--- src/rtl/sit_pkg.sv ---
// shared types and constants of the segment intersection test
`timescale 1ns / 1ps
`default_nettype none
package sit_pkg;

   localparam int SIT_ORIENT_STAGES = 3;
   localparam int SIT_LATENCY       = SIT_ORIENT_STAGES + 1;

   typedef struct packed {
      logic neg;
      logic zero;
   } sit_sign_type;

endpackage
`default_nettype wire

--- src/rtl/sit_orient.sv ---
// three-stage orientation pipeline: edge p->q against point r
`timescale 1ns / 1ps
`default_nettype none
module sit_orient #(
   parameter int COORD_BITS = 16
) (
   input  wire logic                         clock,
   input  wire logic signed [COORD_BITS-1:0] p_x,
   input  wire logic signed [COORD_BITS-1:0] p_y,
   input  wire logic signed [COORD_BITS-1:0] q_x,
   input  wire logic signed [COORD_BITS-1:0] q_y,
   input  wire logic signed [COORD_BITS-1:0] r_x,
   input  wire logic signed [COORD_BITS-1:0] r_y,
   output sit_pkg::sit_sign_type             sign
);
   import sit_pkg::*;

   localparam int DW = COORD_BITS + 1;
   localparam int PW = 2 * DW;
   localparam int SW = PW + 1;

   logic signed [DW-1:0] ux_in, uy_in, vx_in, vy_in;
   logic signed [DW-1:0] ux_ff, uy_ff, vx_ff, vy_ff;
   logic signed [PW-1:0] prod_a_in, prod_b_in;
   logic signed [PW-1:0] prod_a_ff, prod_b_ff;
   logic signed [SW-1:0] diff;
   sit_sign_type         sign_in, sign_ff;

   // stage 1: edge and point vectors
   assign ux_in = DW'(q_x) - DW'(p_x);
   assign uy_in = DW'(q_y) - DW'(p_y);
   assign vx_in = DW'(r_x) - DW'(q_x);
   assign vy_in = DW'(r_y) - DW'(q_y);

   // stage 2: cross product terms
   assign prod_a_in = PW'(ux_ff) * PW'(vy_ff);
   assign prod_b_in = PW'(uy_ff) * PW'(vx_ff);

   // stage 3: sign of the difference
   assign diff         = SW'(prod_a_ff) - SW'(prod_b_ff);
   assign sign_in.neg  = diff[SW-1];
   assign sign_in.zero = (diff == '0);

   always_ff @(posedge clock) begin
      ux_ff     <= ux_in;
      uy_ff     <= uy_in;
      vx_ff     <= vx_in;
      vy_ff     <= vy_in;
      prod_a_ff <= prod_a_in;
      prod_b_ff <= prod_b_in;
      sign_ff   <= sign_in;
   end

   assign sign = sign_ff;

endmodule
`default_nettype wire

--- config.mk ---
export PLATFORM = sky130hd
export DESIGN_NAME = sit_orient
export DESIGN_NICKNAME = d
export VERILOG_FILES = /design/src/rtl/sit_pkg.sv /design/src/rtl/sit_orient.sv
export SDC_FILE = /design/constraint.sdc
export NUM_CORES = 2
export LEC_CHECK = 0
export BUFFER_PORTS_ARGS = -buffer_cell sky130_fd_sc_hd__buf_2
export CAP_MARGIN = 20
export CORE_UTILIZATION = 25
export CTS_BUF_LIST = sky130_fd_sc_hd__clkbuf_4 sky130_fd_sc_hd__clkbuf_8 sky130_fd_sc_hd__clkbuf_16
export DETAILED_ROUTE_END_ITERATION = 10
export GPL_ROUTABILITY_DRIVEN = 0
export SYNTH_ARGS = -nofsm -noshare
export SYNTH_HDL_FRONTEND = slang
export SYNTH_SLANG_ARGS = --single-unit
--- constraint.sdc ---
create_clock -name clock -period 6.7 [get_ports clock]
set_input_delay 0.67 -clock clock [delete_from_list [all_inputs] [get_ports clock]]
set_output_delay 0.67 -clock clock [all_outputs]
set_load 0.05 [all_outputs]
After elaboration in Yosys (flattened, before gate mapping)

Index checks and enable logic that the tools add are counted.

Bits in registers: 138
Input port bits: 97
Output and inout bits: 2

Add/subtract/negate cells: 5
Multipliers: 2
Reductions and logical operators: 1

Operators with widths:

| kind             | count |
|---|---|
| $mul 17x17->34   | 2 |
| $sub 16x16->17   | 4 |
| $logic_not 35->1 | 1 |
| $sub 34x34->35   | 1 |

Depth between registers and ports, before layout

Depth after elaboration: 2
Depth in mapped cells: 26
Mapped depth without buffers: 25

Worst setup path after synthesis

OpenSTA, ideal clock, no wires.

Path type: flip-flop to flip-flop
From: register uy_ff[10]
To: register prod_b_ff[26]
Library setup time: 72 ps
Data arrival time: 6,044 ps
Path slack: 584 ps
Cell stages (with the launch flop): 22
Buffers on the path: 1
Cells stage by stage: dfxtp_1 clkbuf_1 nand2_1 fa_1 fa_1 fa_1 fa_1 inv_1 fa_1 inv_1 fa_1 inv_1 ha_1 and3_1 and3_1 a22o_1 o41ai_1 o21ai_1 a21o_1 a21o_1 a21oi_1 xnor2_1

Word-level cells in the longest chain between the ends: 1

Ends and longest elaborated chain:

| element                | line             | text |
|---|---|---|
| from (decl)            | sit_orient.sv:23 | `logic signed [DW-1:0] ux_ff, uy_ff, vx_ff, vy_ff;` |
| from (signal assigned) | sit_orient.sv:46 | `uy_ff <= uy_in;` |
| $mul 17x17->34         | sit_orient.sv:37 | `assign prod_b_in = PW'(uy_ff) * PW'(vx_ff);` |
| via prod_b_in[26]      | sit_orient.sv:24 | `logic signed [PW-1:0] prod_a_in, prod_b_in;` |
| to (signal assigned)   | sit_orient.sv:50 | `prod_b_ff <= prod_b_in;` |
| to (decl)              | sit_orient.sv:25 | `logic signed [PW-1:0] prod_a_ff, prod_b_ff;` |

The timed path passes the listed nets, and every way through them passes these cells.

Worst setup path after layout

From: register ux_ff[6]
To: register prod_a_ff[33]

Word-level cells in the longest chain between the ends: 1

Ends and longest elaborated chain:

| element                | line             | text |
|---|---|---|
| from (decl)            | sit_orient.sv:23 |  |
| from (signal assigned) | sit_orient.sv:45 | `ux_ff <= ux_in;` |
| $mul 17x17->34         | sit_orient.sv:36 | `assign prod_a_in = PW'(ux_ff) * PW'(vy_ff);` |
| via prod_a_in[33]      | sit_orient.sv:24 |  |
| to (signal assigned)   | sit_orient.sv:49 | `prod_a_ff <= prod_a_in;` |
| to (decl)              | sit_orient.sv:25 |  |

The timed path passes the listed nets, and every way through them passes these cells.

==> metrics.md <==
| Metric | Value |
|---|---|
| Status | finished clean |
| Mux cell area share after synthesis | less than 1% |
| Synth Area in XOR/XNOR | under 10% |
| Layout cells sized above 1 | ~6.8% |
| Num CTS Buffers | 17 |
| Max H-tree Level | 4 |
| Vias per cell | ~4.4 |
| Fin crit share | a little over nine tenths |
| Largest net degree at the start of global routing | 18 |
| Worst setup EP type | register |
| Syn avg cell area | just over 9 um2 |
| Critical Path Max Stage Delay | around 760 ps |
| Synth area leader | fa_1 |
| Post-Synth Simple-Gate Area | about 16% |
| DP HPWL | 64900 um |
| Post-Syn Area | between 20000 and 30000 um2 |
| Clock Skews | 21.2 ps |
| Largest cells by area after synthesis | fa_1 (41%), ha_1 (12%), dfxtp_1 (9.5%) |
| IO buf count | between 90 and 100 |
| Initial antenna violation count | 10 |
| Slew HR | 28.1% |
| R2R Setup Slk | 340 ps |
| Largest family of logic cells by synthesized area | adder cells |
| Most used routing layer | met2 |
| First-pass GRT wire length | 122000 um |
| CTS root buf | clkbuf_16 |
| Finish-stage setup viols | 0 |
| Synth top area share | between 40% and 50% |
| Routed len/inst | around 15 um |
| Clock latency on the worst-skew pair | ~490 ps |
| Hold Path Stages | 3 |
| Number of global-route vias before repair | between 20000 and 25000 |
| Routed Antenna Nets | 0 |
| EDFF count, synth | 0 |
| Synth Register Bits | between 100 and 150 |
| Hold_sp | p_y[0] |
| Final hold viol count | 0 |
| Clock Pin Slew Worst Setup and Hold Paths | roughly 70 ps |
| Seq/Total Area, Yosys | a little under a tenth |
| Fin crit period | 6360 ps |
| Top_reg_cell synth | dfxtp_1 |
| RSZ-0062 raised after global routing | false |
| Post_cts resized | 0 |
| Maximum operating frequency | 157 MHz |
| Worst Tran Pin Value | roughly 1100 ps |
| Postcts setup bufs | 0 |
| Clock Sink Count | about 140 |
| Die Area | roughly 120000 um2 |
| CTS tree | built |
| Synth cell types | 74 |
| CP max FO | 15 |
| DR pass1 iterations | 7 |
| Global-route usage over all layers | approximately an eighth |
| Post-synthesis adder-cell area fraction | between 50% and 60% |
| Met2 Usage GRT | between 20 and 25% |
| Met3 Track Usage GR | 2.51% |
| Fin Setup TNS | 0 ps |
| Crit path DAT | a little under 7000 ps |
| Drt total wl | 73900 um |
| Ys Warns | 0 |
| Die Height | roughly 340 um |
| Ys async rst share | 0% |
| Max-slew violation count | 0 |
| Remaining routing DRC violations | 0 |
| Worst R2R Start | ux_ff[6]$_DFF_P_ |
| Vias | about 21000 |
| Worst hold endpoint | uy_ff[0]$_DFF_P_ |
| GRT met1 Usage | 18.1% |
| Critical path origin | ux_ff[6]$_DFF_P_ |
| Post-CTS Hold Fix Bufs | 0 |
| NumNets Final | roughly 4300 |
| Hold Path Class | input port to register |
| Initial Util | between 20% and 30% |
| CP dominant cell by count | fa_1 |
| Num rows | about 120 |
| Die width | roughly 340 um |
| Clock Tree Buf Depth | 2 |
| Compound-Gate Fraction of Synth Area | 7.65% |
| Max-cap violations | 0 |
| Core ar. | about 110000 um2 |
| Cells after Synth | ~3200 |
| DR iter-0 viols | between 1000 and 1500 |
| Crit path kind | register to register |
| Reg-to-Reg End | prod_a_ff[33]$_DFF_P_ |
| Crit start category | register |
| Final Core Density | approximately 28% |
| Total gr overflow | 0 |
| Post-Syn Nets | around 4200 |
| Required time of the critical path | a little over 7000 ps |
| Layout area overhead | 10.9% |
| Cell Chain, Critical Path | nand2_1, fa_1, inv_1, fa_1, inv_1, fa_1, inv_1, fa_1, fa_1, inv_1, fa_1, inv_1, ha_1, a21oi_1, o21ai_0, and3_1, o21a_1, o211ai_1, a31oi_1, nor2_1, o21ai_1, a21oi_1, xnor2_1 |
| Ports | just under 100 |
| CP max-delay cell | dfxtp_1 |
| Cells on worst reg2reg path | 23 |
## metal layers
layer	vias to the layer above	routed length, um
li1	9949	-
met1	10800	33200
met2	507	35100
met3	70	4600
met4	12	939
met5	-	69
## sequential cells by signal (all words and copies together) (netlist names)
name       flops
vx_ff         17
sign           2
uy_ff         17
ux_ff         17
vy_ff         17
prod_b_ff     34
prod_a_ff     34
## placed cells by master, fill, tap and decap left out, types with 24 or more instances in the layout
cell type / instances
a21o_1: 31
a21oi_1: 92
and2_1: 294
buf_2: 98
buf_4: 67
dfxtp_1: 126
fa_1: 597
ha_1: 268
inv_1: 719
nand2_1: 312
nand2b_1: 28
nand3_1: 29
nor2_1: 131
nor2b_1: 30
nor3_1: 30
o21ai_0: 48
o21ai_1: 24
xnor2_1: 98
## worst max path at each step
stage	endpoint	slack, ps
6_report	prod_a_ff[33]$_DFF_P_	340
5_1_grt	prod_b_ff[33]$_DFF_P_	20
3_5_place_dp	prod_b_ff[33]$_DFF_P_	180
4_1_cts	prod_b_ff[33]$_DFF_P_	150
3_3_place_gp	prod_b_ff[33]$_DFF_P_	230
2_1_floorplan	prod_b_ff[26]$_DFF_P_	580
## per-stage QoR
stage / worst slack (ps) / area (um2) / cells / hold WS [ps]
after floorplan: 584 / 29100 / 3198 / 503
after global routing: 24.1 / 32200 / 4820 / 474
final: 338 / 32200 / 4822 / 482
after CTS: 153 / 32200 / 4820 / 461
after detailed placement: 182 / 31600 / 4788 / 742
after global placement: 233 / 31600 / 4788 / 748
## layout make-up
class	count	area, um2
fillers	12300	82600
multi-input cells	2253	23300
flip-flops and latches	138	2780
inverters	720	2700
well taps	1512	1890
repair buffers	165	993
clock buffers	22	482
clock inverters	10	108
diodes	2	5.00
## synth_stat cells, types with 28 or more instances
cell type and n:
a21oi_1 92, o21ai_0 48, xnor2_1 98, nor3_1 30, nand2_1 312, nor2_1 131
a21o_1 31, and2_1 294, nor2b_1 30, fa_1 597, dfxtp_1 138, inv_1 719
clkbuf_1 83, nand3_1 29, ha_1 268, nand2b_1 28
## critical path, delay by kind of cell, from the launching register on
family                   cells  cell delay (ps)
AO/OA/AOI/OAI                7             1210
buffers and inverters        5              250
adder cells (fa/ha/maj)      7             3340
AND/OR/NAND/NOR              3              600
flip-flops                   1              760
XOR/XNOR                     1               90
## cell families after synthesis
logic type               Yosys count
AO/OA/AOI/OAI                    340
XOR/XNOR                         120
multiplexers                       9
adder cells (fa/ha/maj)          865
flip-flops                       138
buffers and inverters            807
AND/OR/NAND/NOR                  919
Power is not shown: default switching activity piles up to over one toggle a cycle in this logic, so the estimate is an artifact.
